--- src/rtl/ecb_pkg.sv ---
// Shared types and constants for the epoch grace period callback table.
package ecb_pkg;

    localparam int HANDLE_W = 64;
    localparam int EPOCH_W = 64;
    localparam int READER_W = 32;
    localparam int KIND_W = 3;
    localparam int STATUS_W = 3;
    localparam int COUNT_W = 7;
    localparam int MAX_RESULTS = 64;
    localparam int QUEUE_DEPTH = 2;
    localparam int QPTR_W = 1;

    // Input item kinds.
    localparam logic [KIND_W-1:0] KIND_LOCK     = 3'd0;
    localparam logic [KIND_W-1:0] KIND_UNLOCK   = 3'd1;
    localparam logic [KIND_W-1:0] KIND_REGISTER = 3'd2;
    localparam logic [KIND_W-1:0] KIND_TICK     = 3'd3;
    localparam logic [KIND_W-1:0] KIND_PROCESS  = 3'd4;

    // Result status codes.
    localparam logic [STATUS_W-1:0] STATUS_OK        = 3'd0;
    localparam logic [STATUS_W-1:0] STATUS_FULL      = 3'd1;
    localparam logic [STATUS_W-1:0] STATUS_NULL      = 3'd2;
    localparam logic [STATUS_W-1:0] STATUS_NO_READER = 3'd3;
    localparam logic [STATUS_W-1:0] STATUS_READERS   = 3'd4;
    localparam logic [STATUS_W-1:0] STATUS_RELEASED  = 3'd5;
    localparam logic [STATUS_W-1:0] STATUS_NONE      = 3'd6;

    // Operations after classification.
    typedef enum logic [2:0] {
        OP_LOCK,
        OP_UNLOCK,
        OP_REG,
        OP_NULL,
        OP_TICK,
        OP_PROC,
        OP_IGNORE
    } op_t;

    typedef struct packed {
        op_t                 op;
        logic [HANDLE_W-1:0] handle;
        logic [HANDLE_W-1:0] argument;
    } cmd_t;

    typedef struct packed {
        logic                valid;
        logic [HANDLE_W-1:0] handle;
        logic [HANDLE_W-1:0] argument;
        logic [EPOCH_W-1:0]  epoch;
    } slot_t;

    typedef enum logic [2:0] {
        BK_CLEAR,
        BK_IDLE,
        BK_SCAN_REG,
        BK_SCAN_PROC,
        BK_FINISH
    } back_state_t;

endpackage

--- src/rtl/ecb_front.sv ---
// Front end: accepts input beats and classifies them into queue commands.
module ecb_front (
    input  logic                            in_valid,
    output logic                            in_stall,
    input  logic [ecb_pkg::KIND_W-1:0]      kind,
    input  logic [ecb_pkg::HANDLE_W-1:0]    callback_handle,
    input  logic [ecb_pkg::HANDLE_W-1:0]    callback_argument,
    input  logic                            q_full,
    input  logic                            clearing,
    output logic                            push,
    output ecb_pkg::cmd_t                   push_cmd
);

    ecb_pkg::op_t op;

    always_comb
    begin
        case (kind)
            ecb_pkg::KIND_LOCK:     op = ecb_pkg::OP_LOCK;
            ecb_pkg::KIND_UNLOCK:   op = ecb_pkg::OP_UNLOCK;
            ecb_pkg::KIND_REGISTER:
            begin
                // A null handle is rejected without touching the table.
                if (callback_handle == '0)
                    op = ecb_pkg::OP_NULL;
                else
                    op = ecb_pkg::OP_REG;
            end
            ecb_pkg::KIND_TICK:     op = ecb_pkg::OP_TICK;
            ecb_pkg::KIND_PROCESS:  op = ecb_pkg::OP_PROC;
            default:                op = ecb_pkg::OP_IGNORE;
        endcase
    end

    assign in_stall = q_full | clearing;
    assign push = in_valid & ~in_stall;
    assign push_cmd.op = op;
    assign push_cmd.handle = callback_handle;
    assign push_cmd.argument = callback_argument;

endmodule

--- config.mk ---
export PLATFORM = sky130hd
export DESIGN_NAME = ecb_front
export DESIGN_NICKNAME = d
export VERILOG_FILES = /design/src/rtl/ecb_pkg.sv /design/src/rtl/ecb_front.sv
export SDC_FILE = /design/constraint.sdc
export NUM_CORES = 1
export LEC_CHECK = 0
export ABC_CLOCK_PERIOD_IN_PS = 1500
export BUFFER_PORTS_ARGS = -buffer_cell sky130_fd_sc_hd__buf_2
export CAP_MARGIN = 20
export CORE_AREA = 5 5 101 103
export DETAILED_ROUTE_END_ITERATION = 7
export DIE_AREA = 0 0 106 108
export PLACE_DENSITY = 0.58
export SLEW_MARGIN = 5
export SYNTH_ARGS = -nofsm -noshare
export SYNTH_HDL_FRONTEND = slang
export SYNTH_SLANG_ARGS = --single-unit
export TNS_END_PERCENT = 50
--- constraint.sdc ---
create_clock -name vclk -period 1.5
set_input_delay 0.3 -clock vclk [all_inputs]
set_output_delay 0.3 -clock vclk [all_outputs]
set_load 0.02 [all_outputs]
==> metrics <==
# setup viols final 1; most used routing layer met2; pin count of the biggest net entering global routing 4; number of global-route vias before repair 1006; area enclosed by the die boundary 0.01145 mm^2; wire length of the first global-routing pass 5382 um; post-route fraction of the period consumed by the critical path 121.2%; worst path arrival time 1.52 ns; number of distinct library cells after synthesis 16; Tot Pwr 0.0004199 W; power per cell area 342.8 mW/mm^2; cell type with the largest total area after synthesis sky130_fd_sc_hd__buf_4; met1 Use GR 5.964%; most numerous cell in the Yosys netlist sky130_fd_sc_hd__buf_4; leading cell types by count after synthesis sky130_fd_sc_hd__buf_4 (128), sky130_fd_sc_hd__nor4_1 (10), sky130_fd_sc_hd__nor4_2 (5), sky130_fd_sc_hd__nand3_1 (2), sky130_fd_sc_hd__nand4_1 (2); peak supply drop 67.88 uV; critical path depth in cells 7; startpoint type of the worst setup path primary input; CP endpoint kind output port; maximum clock frequency 0.5502 GHz; die boundary width 106 um; accumulated negative setup slack -0.3175 ns; hold_ws 0.6000 ns; met2 usage 10.29%; CP required 1.20 ns; antenna violations before repair 0; critical path fanouts, max 2; CP peak stage delay 0.36 ns; post-synthesis net count 292; status complete, but fails checks; GR Overflow Total 0; WL per Instance 13.81 um; critical path launch point callback_handle[9]; Post-Synthesis Mean Instance Area 7.507 um^2; number of top-level design ports 267; post-synthesis to final-layout area growth 3.270%; cell seen most often among critical-path stages sky130_fd_sc_hd__buf_6; RSZ-0062 raised after global routing yes; classification of the worst-slack hold path in -> out; number of standard cells in the final layout excluding fillers 291; final worst slack -0.3175 ns; post-CTS setup buffer count 0; count of TritonRoute iterations in the first routing pass 4; Slowest-stage cell, CP sky130_fd_sc_hd__or3_4; leakage power 0.6577 nW; synth top area cells sky130_fd_sc_hd__buf_4 (81%), sky130_fd_sc_hd__nor4_1 (5.3%), sky130_fd_sc_hd__nor4_2 (5.3%), sky130_fd_sc_hd__nand4_1 (1.1%), sky130_fd_sc_hd__mux2_2 (0.95%); number of rows in the core area 35; proportion of synthesized chip area in sequential cells 0%; starting utilization of the core area 13.02%; final-report max-slew violation count 0; Bufs and invs on worst path 3; routability congestion estimate 0.7442; estimated wirelength of the detail-placed design 3706 um; Clock buffer cells 0; Global Route Usage Sum 5.805%; Nets 316; Yosys warnings 0; global routing met3 resource utilization 1.672%; residual antenna-violating net count after detailed routing 0; worst setup slack before clock tree synthesis -0.4724 ns; Critical Setup Path Class in -> out; vertical die dimension 108 um; final routed DRC violation total 0; synthesized netlist cell count 158; kind of cell adding the most delay to the critical path simple AND/OR/NAND/NOR gates; transition at the pin with the smallest max-transition slack 0.2541 ns; list of cells traversed by the critical path buf_6 > nor4b_2 > buf_4 > nand4_1 > or3_4 > o22ai_4 > buf_6; shortest period the worst path allows 1.817 ns; count of vias placed by the detailed router 972; number of violations of the max-capacitance limit 0; post-detailed-route via-to-cell ratio 3.340; fillers 1056; PortBufs 139; area of the core 0.009109 mm^2; starting DRC count in detailed routing 24; Placed Cells incl. Taps 291; area taken by flip-flops and latches 0 um^2; worst setup path end push_cmd[128]; total inserted antenna cells 0; final wirelength 4020 um; ratio of cells with drive above 1 in the final layout 90.00%; fraction of synthesized cell area taken by the top area cell type 81.01%; worst rel slew slack 82.91%; Final Hold Vio Count 0; failing checks setup timing; summed instance area of the synthesized netlist 0.001186 mm^2; number of sequential storage elements 0
## metal layers
layer | wire length, um | vias to the layer above
met3 | 428 | 30
met1 | 1273 | 432
li1 | - | 442
met2 | 2114 | 68
met5 | 0 | -
met4 | 204 | 0
## how the worst min path moves through the flow
stage,depth (start not counted),start,slack [ns],endpoint
after floorplan,1,kind[1],0.68,push_cmd[128]
after global placement,0,callback_argument[14],0.60,push_cmd[14]
after detailed placement,0,callback_argument[14],0.60,push_cmd[14]
after CTS,0,callback_argument[14],0.60,push_cmd[14]
after global routing,0,callback_argument[11],0.60,push_cmd[11]
final,0,callback_argument[6],0.60,push_cmd[6]
## cells by family after synthesis
group / Yosys count / synth area share (%)
AOI/OAI and AO/OA: 2 / 1.266
xor gates and xnor gates: 1 / 0.7385
muxes: 1 / 0.9493
and+or+nand+nor: 25 / 15.72
buffers and inverters: 129 / 81.33
## metrics by stage
step	util, %	instance area [um^2]
6_report	13.45	1225
5_1_grt	13.45	1225
4_1_cts	13.45	1225
3_5_place_dp	12.69	1156
3_3_place_gp	12.69	1156
2_1_floorplan	-	1200
## timing repair
| action | CTS | global route |
|---|---|---|
| pin swaps | 1 | 1 |
| hold buffers | 0 | 0 |
| setup endpoints to repair | 1 | 1 |
| gates resized for setup | 11 | 0 |
## layout make-up
| class | instances | area (um^2) | area share (%) |
|---|---|---|---|
| repair buffers | 150 | 803.3 | 65.58 |
| inverters | 1 | 3.754 | 0.3064 |
| well taps | 111 | 138.9 | 11.34 |
| multi-input cells | 29 | 279.0 | 22.78 |
## cells in the final DEF (no fill, tap or decap), drive strengths merged, types with 2 or more instances in the layout
cell type	count
buf	150
nor4	15
nand3	2
nand4	2
## where the power goes
group	leakage (nW)	internal [W]	switching (W)	total (W)
registers	0	0	0	0
logic	0.658	0.000175	0.000245	0.000420
clock network	0	0	0	0
total	0.658	0.000175	0.000245	0.000420
(Power assumes the default switching activity.)
