**src/rtl/ecb_pkg.sv**
```systemverilog
// Shared types and constants for the epoch grace period callback table.
package ecb_pkg;

    localparam int HANDLE_W = 64;
    localparam int EPOCH_W = 64;
    localparam int READER_W = 32;
    localparam int KIND_W = 3;
    localparam int STATUS_W = 3;
    localparam int COUNT_W = 7;
    localparam int MAX_RESULTS = 64;
    localparam int QUEUE_DEPTH = 2;
    localparam int QPTR_W = 1;

    // Input item kinds.
    localparam logic [KIND_W-1:0] KIND_LOCK     = 3'd0;
    localparam logic [KIND_W-1:0] KIND_UNLOCK   = 3'd1;
    localparam logic [KIND_W-1:0] KIND_REGISTER = 3'd2;
    localparam logic [KIND_W-1:0] KIND_TICK     = 3'd3;
    localparam logic [KIND_W-1:0] KIND_PROCESS  = 3'd4;

    // Result status codes.
    localparam logic [STATUS_W-1:0] STATUS_OK        = 3'd0;
    localparam logic [STATUS_W-1:0] STATUS_FULL      = 3'd1;
    localparam logic [STATUS_W-1:0] STATUS_NULL      = 3'd2;
    localparam logic [STATUS_W-1:0] STATUS_NO_READER = 3'd3;
    localparam logic [STATUS_W-1:0] STATUS_READERS   = 3'd4;
    localparam logic [STATUS_W-1:0] STATUS_RELEASED  = 3'd5;
    localparam logic [STATUS_W-1:0] STATUS_NONE      = 3'd6;

    // Operations after classification.
    typedef enum logic [2:0] {
        OP_LOCK,
        OP_UNLOCK,
        OP_REG,
        OP_NULL,
        OP_TICK,
        OP_PROC,
        OP_IGNORE
    } op_t;

    typedef struct packed {
        op_t                 op;
        logic [HANDLE_W-1:0] handle;
        logic [HANDLE_W-1:0] argument;
    } cmd_t;

    typedef struct packed {
        logic                valid;
        logic [HANDLE_W-1:0] handle;
        logic [HANDLE_W-1:0] argument;
        logic [EPOCH_W-1:0]  epoch;
    } slot_t;

    typedef enum logic [2:0] {
        BK_CLEAR,
        BK_IDLE,
        BK_SCAN_REG,
        BK_SCAN_PROC,
        BK_FINISH
    } back_state_t;

endpackage

```
**src/rtl/ecb_queue.sv**
```systemverilog
// Short command queue between the front end and the back end.
module ecb_queue (
    input  logic            clk,
    input  logic            rst_n,
    input  logic            push,
    input  ecb_pkg::cmd_t   push_cmd,
    input  logic            pop,
    output ecb_pkg::cmd_t   head,
    output logic            not_empty,
    output logic            full
);

    localparam int CNT_W = ecb_pkg::QPTR_W + 1;

    ecb_pkg::cmd_t                entry_reg [ecb_pkg::QUEUE_DEPTH];
    logic [ecb_pkg::QPTR_W-1:0]   wr_ptr_reg;
    logic [ecb_pkg::QPTR_W-1:0]   rd_ptr_reg;
    logic [CNT_W-1:0]             count_reg;
    logic [CNT_W-1:0]             count_next;

    assign not_empty = count_reg != '0;
    assign full = count_reg == CNT_W'(ecb_pkg::QUEUE_DEPTH);
    assign head = entry_reg[rd_ptr_reg];

    always_comb
    begin
        count_next = count_reg;
        if (push && !pop)
            count_next = count_reg + 1'b1;
        else if (pop && !push)
            count_next = count_reg - 1'b1;
    end

    always_ff @(posedge clk or negedge rst_n)
    begin
        if (!rst_n)
        begin
            wr_ptr_reg <= '0;
            rd_ptr_reg <= '0;
            count_reg <= '0;
        end
        else
        begin
            if (push)
                wr_ptr_reg <= wr_ptr_reg + 1'b1;
            if (pop)
                rd_ptr_reg <= rd_ptr_reg + 1'b1;
            count_reg <= count_next;
        end
    end

    always_ff @(posedge clk)
    begin
        if (push)
            entry_reg[wr_ptr_reg] <= push_cmd;
    end

endmodule

```
**config.mk**
```make
export PLATFORM = sky130hd
export DESIGN_NAME = ecb_queue
export DESIGN_NICKNAME = d
export VERILOG_FILES = /design/src/rtl/ecb_pkg.sv /design/src/rtl/ecb_queue.sv
export SDC_FILE = /design/constraint.sdc
export NUM_CORES = 1
export LEC_CHECK = 0
export ABC_AREA = 0
export BUFFER_PORTS_ARGS = -buffer_cell sky130_fd_sc_hd__buf_2
export CELL_PAD_IN_SITES_DETAIL_PLACEMENT = 0
export CELL_PAD_IN_SITES_GLOBAL_PLACEMENT = 1
export CORE_ASPECT_RATIO = 1.5
export CORE_MARGIN = 2
export CORE_UTILIZATION = 44
export CTS_CLUSTER_DIAMETER = 30
export DETAILED_ROUTE_END_ITERATION = 8
export PLACE_DENSITY_LB_ADDON = 0.2
export SKIP_CTS_REPAIR_TIMING = 1
export SLEW_MARGIN = 20
export SYNTH_ARGS = -nofsm -noshare
export SYNTH_HDL_FRONTEND = slang
export SYNTH_SLANG_ARGS = --single-unit
```
**constraint.sdc**
```tcl
create_clock -name clk -period 9.55 [get_ports clk]
set_input_delay 0 -clock clk [delete_from_list [all_inputs] [get_ports clk]]
set_output_delay 0 -clock clk [all_outputs]
set_load 0.05 [all_outputs]
```
==> impl_results.md, run 1 <==
- Hold depth: 2
- Crit path DAT: approximately 2.8 ns
- Mapped Cells: ~420
- Reg2Reg Depth: 2
- Max-slew headroom: 31.8%
- Starting Density: ~45%
- Dpl hpwl: ~12 mm
- Fin crit share: between 20% and 30%
- Area of the multi-input gates: 1870 µm²
- Post-route insts no fill: 1163
- Synthesis Warnings: 0
- Max Freq: 363 MHz
- Hold Startpoint: push_cmd[17]
- PwrDens: approximately 350 nW/µm²
- FP Rows: 67
- Final GP Congestion: roughly 0.72
- R2R Path Start: wr_ptr_reg
- 1st-pass router iterations: 4
- MaxCap Viol Count: 0
- #FFs+latches synth: 266
- Total power: approximately 5.0 mW
- Number of global-route vias before repair: about 5400
- Flop-to-flop setup slack: roughly 7.1 ns
- # port buffers: 267
- Tmin final: 2.75 ns
- CP peak stage delay: 0.82 ns
- Top cell type's share of synthesized area: 78.9%
- Cell Area, Synth: 9970 µm²
- Mapped Nets: 560
- Max reg flops: 262
- 1st-iter DRT viols: roughly 190
- Reg2Reg Capture Point: entry_reg[1][31]
- GR Util All Layers: between 15 and 20%
- Layout cell share with drive strength beyond 1: a little over half
- Leak Pwr: between 5 and 6 nW
- Post-synthesis sequential area ratio: between 70% and 80%
- RSZ-0062 raised after global routing: false
- Placed cell count: roughly 960
- CTS clk-pin slew, worst paths: about 0.05 ns
- CTS buffer count: 38
- Global route overflow: 0
- Nets: 992
- Worst path slowest cell: buf_4
- Wire length per cell: roughly 17 µm
- Root Driver: clkbuf_16
- DR vias: ~5400
- Outcome: finished, final reports clean
- Final routed DRC violation total: 0
- Worst min-delay path endpoint: entry_reg[1][17]
- Clk sinks: around 270
- Setup Skew: a little under 0.006 ns
- H-tree depth: 2
- Average vias per placed instance: between 4 and 5
- Longest Clk Path Bufs: 3
- Register area: between 7000 and 8000 µm²
- Crit. End Element: output pin
- Final hold slack: 0.223 ns
- Critical Path, Cell by Cell: buf_4 -> mux2_2 -> buf_2
- Initial antenna violation count: 1
- Routed Antenna Nets: 0
- Final Hold Viols: 0
- Synth cell types: 15
- Die Ht: roughly 190 µm
- CP required: 9.55 ns
- WL final: about 20 mm
- Worst skew pair latency: 0.49 ns
- Min-Delay Path Class: input port to flip-flop
- First-pass GRT wire length: 28.1 mm
- Core ar.: about 22000 µm²
- Commonest non-fill, non-tap cell in the layout: buf_2
- Largest area contributor in the netlist: edfxtp_1
- Type of origin of the critical path: flip-flop
- Commonest non-fill, non-tap cells in the layout: buf_2, edfxtp_1, dlygate4sd3_1
- Slew Limit Fails: 0
- Crit Path Category: flip-flop to output pin
- Filler instances: around 1600
- Ports: 268
- Die Area: 23900 µm²
- Final setup vio count: 0
- Synth area leaders: edfxtp_1, mux2_4, mux2_2, buf_6, dfrtp_1
- Mapped Avg Cell Area: between 20 and 25 µm²
- Largest net degree at the start of global routing: between 70 and 80
- Actual slew at the worst max-slew pin: slightly above 1 ns
- Critical Path Fanout Max: 57
- Die width: around 130 µm
- Worst vdd ir: 0.263 mV
- Synth-to-Final Area Change: 43.3%
- Setup_tns: 0 ns
- CTS tree: yes
==> stage by stage <==
step / cell area (µm²) / util (%) / setup slack (ns)
floorplan: 9970 / - / 2.72
global placement: 11600 / 51.9 / 7.06
detailed placement: 11600 / 51.9 / 6.99
CTS: 12900 / 58.0 / 6.72
global route: 14300 / 64.1 / 6.66
finish: 14300 / 64.1 / 6.80
==> worst max-delay path, delay by kind of cell (launching register included) <==
kind	cells	cell delay (ns)
flip-flops	1	0.68
buffers and inverters	2	1.04
multiplexers	1	0.44
==> worst max-delay path by stage <==
stage                           from          endpoint  slack, ns  depth (start not counted)
after global routing      rd_ptr_reg         head[128]       6.66                          3
after global placement    wr_ptr_reg  entry_reg[1][10]       7.06                          2
after floorplan           wr_ptr_reg   entry_reg[0][0]       2.72                          1
after detailed placement  wr_ptr_reg  entry_reg[1][54]       6.99                          2
final                     rd_ptr_reg         head[128]       6.80                          3
after CTS                 rd_ptr_reg         head[128]       6.72                          3
==> cell families after synthesis <==
| group | Yosys count | share of synthesized area (%) |
|---|---|---|
| flops | 266 | 79.9 |
| mux | 131 | 17.8 |
| buf+inv | 16 | 1.46 |
| xor+xnor | 5 | 0.439 |
| simple gates | 5 | 0.289 |
| fa+ha+maj | 1 | 0.125 |
==> cells in the mapped netlist <==
cell type,instances
nor2_1,1
dfrtp_1,4
nor2b_1,2
buf_8,1
ha_1,1
edfxtp_1,262
buf_6,9
and2_1,1
xor2_1,4
mux2_2,51
or2_2,1
xnor2_1,1
inv_1,1
buf_2,5
mux2_4,80
==> final cells by class <==
cell class,count,area share (%)
multi-input combinational,142,13.1
clock buffer,46,7.31
antenna,2,0.0350
inverter,1,0.0263
timing repair buffer,407,19.1
clock inverter,23,2.25
tap,276,2.42
sequential,266,55.8
==> power by group <==
part,internal [mW],switching (mW),leakage [nW],total (mW)
Combinational,0.578,1.28,2.55,1.86
Clock,0.994,0.475,0.663,1.47
Sequential,1.56,0.0773,2.50,1.63
==> metal layers <==
| metal | up-vias | global-route usage (%) | wire length [µm] |
|---|---|---|---|
| met1 | 2653 | 15.8 | 7080 |
| li1 | 2562 | - | - |
| met2 | 187 | 27.6 | 10900 |
| met4 | 0 | 6.51 | 448 |
| met5 | - | 0 | 0 |
| met3 | 35 | 5.05 | 1300 |
Note: power is estimated with default switching activity, not from simulation.
==> run 2, diff against run 1 <==
- CORE_UTILIZATION: 44 -> 40
- clock period: 9.55 -> 2.4 ns (I/O delays scaled with it)
==> run 2 against run 1 <==
Net effect:
- non-clock buffer count rose by 4
- count of clock-buffer cells in the layout is 4 lower
- worst setup slack worse by 6.5 ns
- sequential share of layout area shrank 0.31 points
- via count rose by 0.39%
- clock power grew to 3.7 times the previous value
- cell count is 4.5% higher
- first-iteration DRC count grew 10%
- final area grew 0.56%
- total power grew to 3.9 times the previous value
- combinational power grew to 4.1 times the previous value
- flip-flop and latch count unchanged
- critical endpoint is now head[0]
- highest routed layer unchanged
==> impl_results.md, run 2 (synthesized netlist as in run 1, its figures left out) <==
- WL final: 20.7 mm (+4.5%)
- Worst skew pair latency: 0.51 ns (+0.02 ns)
- Crit path DAT: 2.13 ns (-0.62 ns)
- Tmin final: about 2.1 ns
- RSZ-0062 raised after global routing: false
- Max reg flops: 262 (unchanged)
- Nets: 997 (+0.50%)
- Number of global-route vias before repair: 5406 (-0.41%)
- Crit. End Element: output pin
- Average vias per placed instance: 4.49 (-3.9%)
- Setup Skew: 0.0195 ns (+0.0136 ns)
- Max Freq: ~470 MHz
- Critical Path, Cell by Cell: buf_12 -> mux2_2 -> buf_2
- Clk sinks: 266 (unchanged)
- Core ar.: 24400 µm² (+9.6%)
- Leak Pwr: 5.73 nW (+0.32%)
- Outcome: finished, final reports clean
- Longest Clk Path Bufs: 3 (unchanged)
- Die width: 133 µm (+4.7%)
- DR vias: 5458 (+0.39%)
- 1st-iter DRT viols: 211 (+10%)
- FP Rows: 70 (+4.5%)
- Initial antenna violation count: 0 (-1)
- Commonest non-fill, non-tap cell in the layout: buf_2
- 1st-pass router iterations: 6 (+2)
- Largest net degree at the start of global routing: 69 (-5.5%)
- Flop pwr share: 33.3% (+0.4 points)
- Min-Delay Path Class: input port to flip-flop
- Die Ht: 197 µm (+4.8%)
- Final instance area: 14400 µm² (+0.56%)
- Die Area: 26200 µm² (+9.7%)
- Final Hold Viols: 0 (unchanged)
- Layout cell share with drive strength beyond 1: 53.8% (+0.99 points)
- First-pass GRT wire length: 29.3 mm (+4.2%)
- Cell-internal power: 11.9 mW (+280%)
- Final routed DRC violation total: 0 (unchanged)
- Final GP Congestion: 0.701 (-3.1%)
- CP required: 2.40 ns (-7.15 ns)
- NetSw: 7.51 mW (+310%)
- Buf+Inv Stages, Crit Path: 2 (unchanged)
- Worst path top cell family by delay: flip-flops
- H-tree depth: 2 (unchanged)
- Final setup vio count: 0 (unchanged)
- Max-slew headroom: 71.0% (+39 points)
- Type of origin of the critical path: flip-flop
- Actual slew at the worst max-slew pin: 0.435 ns (-0.589 ns)
- Worst path slowest cell: dfrtp_4
- Ports: 268 (unchanged)
- Slew Limit Fails: 0 (unchanged)
- Root Driver: clkbuf_16
- GR Util All Layers: 14.6% (-0.59 points)
- Placed Area: 11700 µm² (+1.4%)
- # port buffers: 267 (unchanged)
- Routed Antenna Nets: 0 (unchanged)
- Commonest non-fill, non-tap cells in the layout: buf_2, edfxtp_1, dlygate4sd3_1
- Global route overflow: 0 (unchanged)
- Total power: 19.5 mW (+290%)
- Dpl hpwl: 13.0 mm (+6.7%)
- Clock power share: 27.9% (-1.7 points)
- Synth-to-Final Area Change: 44.1%
- PwrDens: 1350 nW/µm² (+290%)
- Switching Share: 38.6% (+1.6 points)
- Fin crit share: around 89%
- Crit Path Category: flip-flop to output pin
- Worst vdd ir: 0.864 mV (+230%)
- Critical Path Fanout Max: 46 (-19%)
- N_diodes: 0 (-2)
- CTS buffer count: 39 (+2.6%)
- Comb power frac: 38.8% (+1.3 points)
- Starting Density: 40.8% (-3.9 points)
- Wire length per cell: 17.0 µm (about the same)
- MaxCap Viol Count: 0 (unchanged)
- CTS clk-pin slew, worst paths: 0.06 ns (about the same)
- CTS tree: yes
- CP peak stage delay: 0.67 ns (-0.15 ns)
==> run 2: changes by cell type in the layout (fill, tap and decap cells not counted), sizes merged <==
cell,previous run,this run
bufinv,8,2
buf,272,276
clkbuf,46,42
diode,2,0
clkinv,11,15
inv,2,10
==> run 2: path summary, 6_finish.rpt <==
kind                                     from                 to  slack [ns]  depth (start not counted)
worst max-delay path               rd_ptr_reg            head[0]        0.27                          3
worst min-delay path            push_cmd[124]  entry_reg[0][124]        0.22                          2
worst max register to register     wr_ptr_reg   entry_reg[0][48]        1.01                          2
worst min register to register   count_reg[1]       count_reg[1]        0.51                          1
max in group asynchronous               rst_n         rd_ptr_reg        1.73                          3
min in group asynchronous               rst_n         rd_ptr_reg        0.45                          3
==> run 2: layout make-up <==
type | instances | area, µm²
clock buffer | 42 | 1030
clock inverter | 29 | 256
fill | 1876 | 10100
inverter | 1 | 3.75
multi-input combinational | 142 | 1870
sequential | 266 | 7970
tap | 324 | 405
timing repair buffer | 411 | 2830
==> run 2: layer usage <==
metal / global-route usage (%) / vias up / routed length, µm
li1: - / 2568 / -
met1: 15.2 / 2675 / 7500
met2: 27.6 / 185 / 11600
met3: 4.29 / 30 / 1180
met4: 5.14 / 0 / 420
met5: 0 / - / 0
==> run 2: worst register-to-register path: cells and delay by family (launching register included) <==
kind | cells | cell delay, ns
flops | 1 | 0.42
buf+inv | 1 | 0.34
simple gates | 1 | 0.19
==> run 2: power groups by stage <==
stage               registers, mW  logic (mW)  clock network, mW
CTS                          6.48        7.49               5.59
global placement             6.52        7.42                  0
finish                       6.47        7.55               5.44
floorplan                    6.46        6.10                  0
detailed placement           6.57        7.47                  0
global route                 6.56        7.87               5.76
==> run 2: per-stage QoR <==
step           util, %  setup WS (ns)  std cells  hold WS [ns]  TNS [ns]
2_1_floorplan        -         -0.391        424        -0.296    -63.20
3_3_place_gp      48.0          0.779       1009        -0.184         0
3_5_place_dp      48.0          0.766       1009        -0.176         0
4_1_cts           53.3          0.226       1080        -0.706         0
5_1_grt           58.8          0.154       1215         0.218         0
6_report          58.8          0.266       1215         0.223         0
